**src/rtl/core/kpq_pkg.sv**
```systemverilog
// Package of the keypad press qualifier: sizes, command codes and payload types.
`timescale 1ns / 1ps

package kpq_pkg;

  localparam int BUTTON_COUNT = 6;
  localparam int COUNT_WIDTH  = 16;

  localparam int CMD_W   = 2;
  localparam int LEVEL_W = 6;
  localparam int INDEX_W = 3;
  localparam int HOLD_W  = 16;

  // Compare width wide enough for both the hold counter and the hold time.
  localparam int CMP_W = (COUNT_WIDTH > HOLD_W) ? COUNT_WIDTH : HOLD_W;

  localparam logic [HOLD_W-1:0] HOLD_RESET = 16'd50;

  typedef enum logic [CMD_W-1:0] {
    CMD_TICK = 2'd0,
    CMD_SCAN = 2'd1,
    CMD_READ = 2'd2
  } cmd_e;

  typedef struct packed {
    logic [CMD_W-1:0]   command;
    logic [LEVEL_W-1:0] levels;
    logic [INDEX_W-1:0] button_index;
  } kpq_in_t;

  typedef struct packed {
    logic               fire;
    logic [INDEX_W-1:0] which_button;
  } kpq_out_t;

  typedef struct packed {
    logic tick;
    logic scan;
    logic level;
    logic rd;
  } kpq_cell_ctrl_t;

endpackage

```
**src/rtl/core/kpq_in_stage.sv**
```systemverilog
// Input register of the keypad press qualifier, with stall towards the sender.
`timescale 1ns / 1ps

module kpq_in_stage (
  input  logic            clk_i,
  input  logic            rst_ni,
  input  logic            in_valid_i,
  output logic            in_stall_o,
  input  kpq_pkg::kpq_in_t in_data_i,
  input  logic            advance_i,
  output logic            item_valid_o,
  output kpq_pkg::kpq_in_t item_o
);

  logic             valid_q;
  logic             valid_d;
  kpq_pkg::kpq_in_t data_q;

  // The held item blocks a new transfer only when it cannot move on.
  assign in_stall_o = valid_q && !advance_i;
  assign valid_d    = in_stall_o ? valid_q : in_valid_i;

  always_ff @(posedge clk_i or negedge rst_ni) begin
    if (!rst_ni) begin
      valid_q <= 1'b0;
    end else begin
      valid_q <= valid_d;
    end
  end

  always_ff @(posedge clk_i) begin
    if (!in_stall_o && in_valid_i) begin
      data_q <= in_data_i;
    end
  end

  assign item_valid_o = valid_q;
  assign item_o       = data_q;

endmodule

```
**src/rtl/core/kpq_button_cell.sv**
```systemverilog
// State of one button: last level, saturating hold counter, pressed and consumed flags.
`timescale 1ns / 1ps

module kpq_button_cell (
  input  logic                            clk_i,
  input  logic                            rst_ni,
  input  kpq_pkg::kpq_cell_ctrl_t         ctrl_i,
  input  logic [kpq_pkg::HOLD_W-1:0]      hold_time_i,
  output logic                            fire_o
);

  logic                            last_q;
  logic                            last_d;
  logic [kpq_pkg::COUNT_WIDTH-1:0] count_q;
  logic [kpq_pkg::COUNT_WIDTH-1:0] count_d;
  logic [kpq_pkg::COUNT_WIDTH-1:0] count_eff;
  logic                            pressed_q;
  logic                            pressed_d;
  logic                            consumed_q;
  logic                            consumed_d;
  logic                            held_long;

  // A falling edge restarts the hold time before it is compared.
  assign count_eff = last_q ? '0 : count_q;
  assign held_long = kpq_pkg::CMP_W'(count_eff) >= kpq_pkg::CMP_W'(hold_time_i);

  always_comb begin
    last_d     = last_q;
    count_d    = count_q;
    pressed_d  = pressed_q;
    consumed_d = consumed_q;
    if (ctrl_i.tick) begin
      if (count_q != '1) begin
        count_d = count_q + 1'b1;
      end
    end
    if (ctrl_i.scan) begin
      last_d = ctrl_i.level;
      if (ctrl_i.level) begin
        pressed_d  = 1'b0;
        consumed_d = 1'b0;
      end else begin
        count_d = count_eff;
        if (held_long) begin
          pressed_d = 1'b1;
        end
      end
    end
    if (ctrl_i.rd && pressed_q && !consumed_q) begin
      consumed_d = 1'b1;
    end
  end

  always_ff @(posedge clk_i or negedge rst_ni) begin
    if (!rst_ni) begin
      last_q     <= 1'b0;
      count_q    <= '0;
      pressed_q  <= 1'b0;
      consumed_q <= 1'b0;
    end else begin
      last_q     <= last_d;
      count_q    <= count_d;
      pressed_q  <= pressed_d;
      consumed_q <= consumed_d;
    end
  end

  assign fire_o = pressed_q && !consumed_q;

endmodule

```
**src/rtl/core/keypad_press_qualifier.sv**
```systemverilog
// Keypad press qualifier: a read item passes the input register and then the result
// register. One item is taken in every cycle while the input is not stalled.
// Only a read item gives a result, and the input stalls only while the result
// register is full and stalled. Reset clears every button's level, hold counter
// and flags and sets the hold time to 50 ms.
`timescale 1ns / 1ps

module keypad_press_qualifier (
  input  logic                        clk_i,
  input  logic                        rst_ni,
  input  logic                        cfg_we_i,
  input  logic [kpq_pkg::HOLD_W-1:0]  cfg_wdata_i,
  input  logic                        in_valid_i,
  output logic                        in_stall_o,
  input  kpq_pkg::kpq_in_t            in_data_i,
  output logic                        out_valid_o,
  input  logic                        out_stall_i,
  output kpq_pkg::kpq_out_t           out_data_o
);

  logic [kpq_pkg::HOLD_W-1:0]       hold_q;
  logic                             item_valid;
  kpq_pkg::kpq_in_t                 item;
  logic                             is_read;
  logic                             out_free;
  logic                             advance;
  logic [kpq_pkg::BUTTON_COUNT-1:0] sel;
  logic [kpq_pkg::BUTTON_COUNT-1:0] fire_vec;
  logic                             out_valid_q;
  logic                             out_valid_d;
  kpq_pkg::kpq_out_t                out_data_q;

  always_ff @(posedge clk_i or negedge rst_ni) begin
    if (!rst_ni) begin
      hold_q <= kpq_pkg::HOLD_RESET;
    end else if (cfg_we_i) begin
      hold_q <= cfg_wdata_i;
    end
  end

  kpq_in_stage u_in_stage (
    .clk_i       (clk_i),
    .rst_ni      (rst_ni),
    .in_valid_i  (in_valid_i),
    .in_stall_o  (in_stall_o),
    .in_data_i   (in_data_i),
    .advance_i   (advance),
    .item_valid_o(item_valid),
    .item_o      (item)
  );

  assign is_read  = item.command == kpq_pkg::CMD_READ;
  assign out_free = !out_valid_q || !out_stall_i;
  // Ticks and scans leave no result, so only a read waits for the result register.
  assign advance  = item_valid && (!is_read || out_free);

  for (genvar k = 0; k < kpq_pkg::BUTTON_COUNT; k++) begin : g_cell
    kpq_pkg::kpq_cell_ctrl_t ctrl;
    logic                    level;

    if (k < kpq_pkg::LEVEL_W) begin : g_lvl
      assign level = item.levels[k];
    end else begin : g_low
      // Buttons above the levels field always read as low.
      assign level = 1'b0;
    end

    assign sel[k]     = int'(item.button_index) == k;
    assign ctrl.tick  = advance && (item.command == kpq_pkg::CMD_TICK);
    assign ctrl.scan  = advance && (item.command == kpq_pkg::CMD_SCAN);
    assign ctrl.level = level;
    assign ctrl.rd    = advance && is_read && sel[k];

    kpq_button_cell u_cell (
      .clk_i      (clk_i),
      .rst_ni     (rst_ni),
      .ctrl_i     (ctrl),
      .hold_time_i(hold_q),
      .fire_o     (fire_vec[k])
    );
  end

  always_comb begin
    out_valid_d = out_valid_q;
    if (out_free) begin
      out_valid_d = advance && is_read;
    end
  end

  always_ff @(posedge clk_i or negedge rst_ni) begin
    if (!rst_ni) begin
      out_valid_q <= 1'b0;
    end else begin
      out_valid_q <= out_valid_d;
    end
  end

  always_ff @(posedge clk_i) begin
    if (advance && is_read) begin
      out_data_q.fire         <= |(sel & fire_vec);
      out_data_q.which_button <= item.button_index;
    end
  end

  assign out_valid_o = out_valid_q;
  assign out_data_o  = out_data_q;

endmodule

```
**config.mk**
```make
export PLATFORM = sky130hd
export DESIGN_NAME = keypad_press_qualifier
export DESIGN_NICKNAME = d
export VERILOG_FILES = /design/src/rtl/core/kpq_pkg.sv /design/src/rtl/core/kpq_in_stage.sv /design/src/rtl/core/kpq_button_cell.sv /design/src/rtl/core/keypad_press_qualifier.sv
export SDC_FILE = /design/constraint.sdc
export NUM_CORES = 1
export LEC_CHECK = 0
export BUFFER_PORTS_ARGS = -buffer_cell sky130_fd_sc_hd__buf_2
export CORE_MARGIN = 1.5
export CORE_UTILIZATION = 63
export CTS_CLUSTER_DIAMETER = 40
export DETAILED_ROUTE_END_ITERATION = 8
export PLACE_DENSITY_LB_ADDON = 0.12
export SLEW_MARGIN = 5
export SYNTH_ARGS = -nofsm -noshare
export SYNTH_HDL_FRONTEND = slang
export SYNTH_SLANG_ARGS = --single-unit
```
**constraint.sdc**
```tcl
create_clock -name clk_i -period 2.2 [get_ports clk_i]
set_input_delay 0.33 -clock clk_i [delete_from_list [all_inputs] [get_ports clk_i]]
set_output_delay 0.33 -clock clk_i [all_outputs]
set_load 0.01 [all_outputs]
```
* Yosys cells after proc, flatten, opt, wreduce, memory -nomap -nowiden
Cells that the tools add are included.
Word-level totals: register bits after elaboration 147, bits of input ports 32
Operators by class: reduce and logical (&&, ||, !) cells 76, mux-type cells 60, bitwise logic cells 1, eq/ne operators 13, $lt $le $gt $ge 6, $add $sub $neg 6
Operator list (count):
- 16-bit two-way mux | 30
- 16-bit by 1-bit adder with 16-bit output, second input constant | 6
- 16-bit greater-or-equal comparator | 6
- 16-bit inequality test, second input constant | 6
- 2-bit nonzero test | 18
- 1-bit logical AND | 30
- 1-bit two-way mux | 30
- 2-bit AND reduction | 12
- 3-bit == test, second input constant | 4
- 1-bit logical NOT | 11
- 6-bit AND | 1
- 6-bit OR reduction | 1
- 3-bit by 2-bit == test with 1-bit output, second input constant | 1
- 3-bit logical NOT | 1
- 2-bit by 1-bit == test with 1-bit output, second input constant | 1
- 2-bit == test, second input constant | 1
- 2-bit logical NOT | 1
- 1-bit logical OR | 2

* Longest topological paths before layout
word-level depth 10, gate-level depth with buffers 9

* By module
From an unflattened synthesis, not the netlist that was laid out.
Unflattened totals: cells, all modules 1082, area, all modules 10069.7 µm²
By module, submodules not included:
- kpq_button_cell | area an instance 1462.7 µm², cells an instance 167, times used 6, sequential area each 475.5 µm²
- keypad_press_qualifier | area an instance 905.9 µm², cells an instance 64, times used 1, sequential area each 549.3 µm²
- kpq_in_stage | area an instance 387.9 µm², cells an instance 16, times used 1, sequential area each 355.3 µm²

* Worst setup path before layout
OpenSTA, ideal clock, no wires.
kind reg-to-reg, start point register g_cell[2].u_cell.last_q, end point register g_cell[2].u_cell.pressed_q, path slack 152 ps, setup time 140 ps, path buffers 2, cell stages (with the launch flop) 10, arrival time 1908 ps, path through dfrtp_1 -> clkbuf_1 -> clkbuf_1 -> nand2b_1 -> ha_1 -> nand2b_1 -> a2111oi_0 -> a21oi_1 -> nand3_1 -> a31oi_1
On the way: cells in the longest elaborated chain, start to end 4
Ends and longest elaborated chain:
- start: declaration | RTL line kpq_button_cell.sv:12 | logic last_q;
- start signal: assignment | RTL line kpq_button_cell.sv:61 | last_q <= last_d;
- 16-bit two-way mux | RTL line kpq_button_cell.sv:24 | assign count_eff = last_q ? '0 : count_q;
- 16-bit greater-or-equal comparator | RTL line kpq_button_cell.sv:25 | assign held_long = kpq_pkg::CMP_W'(count_eff) >= kpq_pkg::CMP_W'(hold_time_i);
- 2-bit nonzero test (no source line)
- 2-bit AND reduction (no source line)
- end signal: assignment | RTL line kpq_button_cell.sv:63 | pressed_q <= pressed_d;
- end: declaration | RTL line kpq_button_cell.sv:17 | logic pressed_q;
No other way between the ends. A chain may end at the register's enable or synchronous reset.

* Worst setup path in the final report
start point register u_in_stage.data_q (netlist bit u_in_stage.item_o[10]), end point register g_cell[3].u_cell.count_q[15] (netlist name)
On the way: cells in the longest elaborated chain, start to end 8, elaborated cells on any way between the ends 11
Ends and longest elaborated chain:
- start: declaration | RTL line kpq_in_stage.sv:17 | kpq_pkg::kpq_in_t data_q;
- start signal: assignment | RTL line kpq_in_stage.sv:33 | data_q <= in_data_i;
- 2-bit == test | RTL line keypad_press_qualifier.sv:52 | assign is_read = item.command == kpq_pkg::CMD_READ;
- 1-bit logical NOT | RTL line keypad_press_qualifier.sv:55 | assign advance = item_valid && (!is_read || out_free);
- 1-bit logical OR | RTL line keypad_press_qualifier.sv:55
- 1-bit logical AND | RTL line keypad_press_qualifier.sv:55
- 1-bit logical AND | RTL line keypad_press_qualifier.sv:69 | assign ctrl.tick = advance && (item.command == kpq_pkg::CMD_TICK);
- 16-bit two-way mux | RTL line kpq_button_cell.sv:32 | if (ctrl_i.tick) begin
- 16-bit two-way mux | RTL line kpq_button_cell.sv:39 | if (ctrl_i.level) begin
- 16-bit two-way mux (*) | RTL line kpq_button_cell.sv:37 | if (ctrl_i.scan) begin
- named net g_cell[3].u_cell.count_d (one bit) | RTL line kpq_button_cell.sv:15 | logic [kpq_pkg::COUNT_WIDTH-1:0] count_d;
- end signal: assignment | RTL line kpq_button_cell.sv:62 | count_q <= count_d;
- end: declaration | RTL line kpq_button_cell.sv:14 | logic [kpq_pkg::COUNT_WIDTH-1:0] count_q;
Mark *: on every way through the listed nets, which the timed path passes. The rest lies on a longest branch.

==> results.tsv <==
metric	value	unit
yosysTopAreaCellShare	33.5	%
cts.sinks	147	
critPathCaptureType	flop	
arrival	2440	ps
drtIter0Drc	847	
cts_tree	yes	
core_area	15100	µm²
drc	0	
r2r-start	u_in_stage.item_o[10]	
fmax	0.472	GHz
hold_class	in -> reg	
grtUsageTotal	31.8	%
num_rows	45	
hold_viol_final	0	
cpPeakStageDelay	520	ps
synth-seq-cells	147	
avgSynthCellArea	9.28	µm²
port_buffers	37	
grt_setup_unrepaired	yes	
required	2520	ps
drtPass1Iterations	7	
p_leak	5.14	nW
grt_pass1_wl	39800	µm
final.setup_skew	7.73	ps
die_y	127	µm
synth_warnings	0	
totalWireLength	24600	µm
cts-root-buf	clkbuf_16	
fin_setup_tns	0	ps
status	complete, no violations	
finalNetCount	1255	
synth_area_leaders	dfrtp_1 (33%), ha_1 (13%), nor2b_1 (5.8%)	
clock_latency	430	ps
fp.dieArea	16100	µm²
vias	8361	
cts_buffers	17	
ys_types	74	
drv_slew	0	
synth-edff-count	15	
fin_util	72.5	%
r2r_setup_slack	80	ps
drv_cap	0	
tightestPinTransition	639	ps
synth_top_area_cell	dfrtp_1	
fill_cells	1199	
worstReg2RegEnd	g_cell[3].u_cell.count_q[15]	
slowest_stage	or4_1	
viasPerCell	6.32	
final_cells	1322	
drt-wirelength-per-cell	18.6	µm
r2r_cells	5	
grt-ovfl-total	0	
path_cells	nor3b_4 > nand3_1 > or4_1 > and3_1 > a311o_1	
area_delta_synth_final	13.5	%
startpoint_type	flop	
drive_above_1_share	13.1	%
power_density	684	nW/µm²
dpl.cell_count	1288	
clock_tree.buffer_depth	2	
ir_drop	0.578	mV
critPathMaxFanout	8	
cp-startpoint	u_in_stage.item_o[10]	
yosys_most_used_dff	dfrtp_1	
post-route-period-util	96.4	%
relSlewSlack	57.2	%
grt_max_degree	54	
synthCells	1039	
syn_nets	1173	
syn_area	9650	µm²
finalSetupViolations	0	
antenna_cells	0	
start_util	63.9	%
cts_max_level	4	
grt_pass1_vias	7746	
async_flop_share	89.8	%
crit_type	reg -> reg	
critPathCapture	g_cell[3].u_cell.count_q[15]	
top_level_ports	38	
post-dp-hpwl	17800	µm
antenna_found_initial	0	
fin_hold_ws	77.2	ps
gp_congestion	0.890	
multi_input_area	5720	µm²
final-seq-area	3760	µm²
clkTransAtPathRegs	60	ps
die-width	127	µm
yosysSeqAreaShare	39.0	%
period_minus_slack	2120	ps
ant_nets	0	
==> kinds of logic (layout without fill, tap and decap cells) <==
| logic type | Yosys count | after routing | share of synthesized area [%] |
|---|---|---|---|
| compound gates | 197 | 197 | 13.2 |
| mux | 45 | 45 | 4.76 |
| buf+inv | 54 | 149 | 2.28 |
| simple gates | 494 | 494 | 27.6 |
| flops | 147 | 147 | 39.0 |
| fa+ha+maj | 102 | 102 | 13.2 |
==> stage by stage <==
| step | total power, mW | setup WS [ps] | area, µm² |
|---|---|---|---|
| 2_1_floorplan | 4.26 | 152 | 9650 |
| 4_1_cts | 7.47 | 20.8 | 10900 |
| 5_1_grt | 7.89 | -59.4 | 10900 |
| 6_report | 7.48 | 79.4 | 10900 |
| 3_5_place_dp | 4.86 | -37.8 | 10400 |
| 3_3_place_gp | 4.80 | 11.3 | 10400 |
==> layer usage <==
layer | routed length, µm | GRT usage, %
met1 | 11400 | 45.7
met2 | 11200 | 49.4
met5 | 0 | 0
met3 | 1640 | 5.74
met4 | 401 | 9.76
==> final cells by class <==
| type | count | area share [%] |
|---|---|---|
| clock inverters | 6 | 0.297 |
| repair buffers | 90 | 5.64 |
| clock buffers | 26 | 4.38 |
| multi-input cells | 838 | 52.3 |
| flip-flops and latches | 147 | 34.3 |
| inverters | 27 | 0.926 |
| well taps | 188 | 2.15 |
==> what timing repair did <==
action,in CTS,in global routing
pin swaps,0,2
buffers inserted,0,1
endpoints found under the setup margin,4,11
endpoints found under the hold margin,49,0
gates resized for setup,2,14
hold buffers,1,0
==> registers in the layout (all words and copies together) (netlist names) <==
name	cells
g_cell.u_cell.pressed_q	6
g_cell.u_cell.count_q	96
u_in_stage.item_o	11
hold_q	16
u_in_stage.item_valid_o	1
out_valid_o	1
g_cell.u_cell.last_q	6
g_cell.u_cell.consumed_q	6
out_data_o	4
==> synthesized netlist by cell type, types with 22 or more instances <==
cell type / count
nand2_1: 138
dfrtp_1: 129
ha_1: 102
nor2b_1: 89
o21ai_0: 59
nand3_1: 57
nor2_1: 47
a21oi_1: 44
nand4_1: 44
mux2i_1: 38
inv_1: 27
clkbuf_1: 22
==> power by group <==
part | internal, mW | switching (mW)
Clock | 1.49 | 1.09
Sequential | 3.01 | 0.357
Combinational | 0.660 | 0.868
Total | 5.16 | 2.32
==> layout by cell type, fill, tap and decap left out, types with 19 or more instances in the layout <==
cell type / count
a21oi_1: 44
and3_1: 19
buf_2: 36
buf_4: 50
dfrtp_1: 129
ha_1: 102
inv_1: 27
mux2i_1: 38
nand2_1: 137
nand3_1: 56
nand4_1: 44
nor2_1: 46
nor2b_1: 88
o21ai_0: 59
==> critical path, delay by kind of cell, from the launching register on <==
family | cells | cell delay (ps)
compound gates | 1 | 260
simple gates | 4 | 1230
flops | 1 | 510
==> worst min path at each step <==
stage,from,endpoint,cells after the start
5_1_grt,in_data_i[3],u_in_stage.item_o[3],1
2_1_floorplan,rst_ni,g_cell[0].u_cell.consumed_q,0
3_3_place_gp,rst_ni,g_cell[5].u_cell.count_q[11],1
4_1_cts,in_data_i[3],u_in_stage.item_o[3],1
3_5_place_dp,rst_ni,g_cell[5].u_cell.count_q[11],1
6_report,in_data_i[3],u_in_stage.item_o[3],1
(Power assumes the default switching activity.)
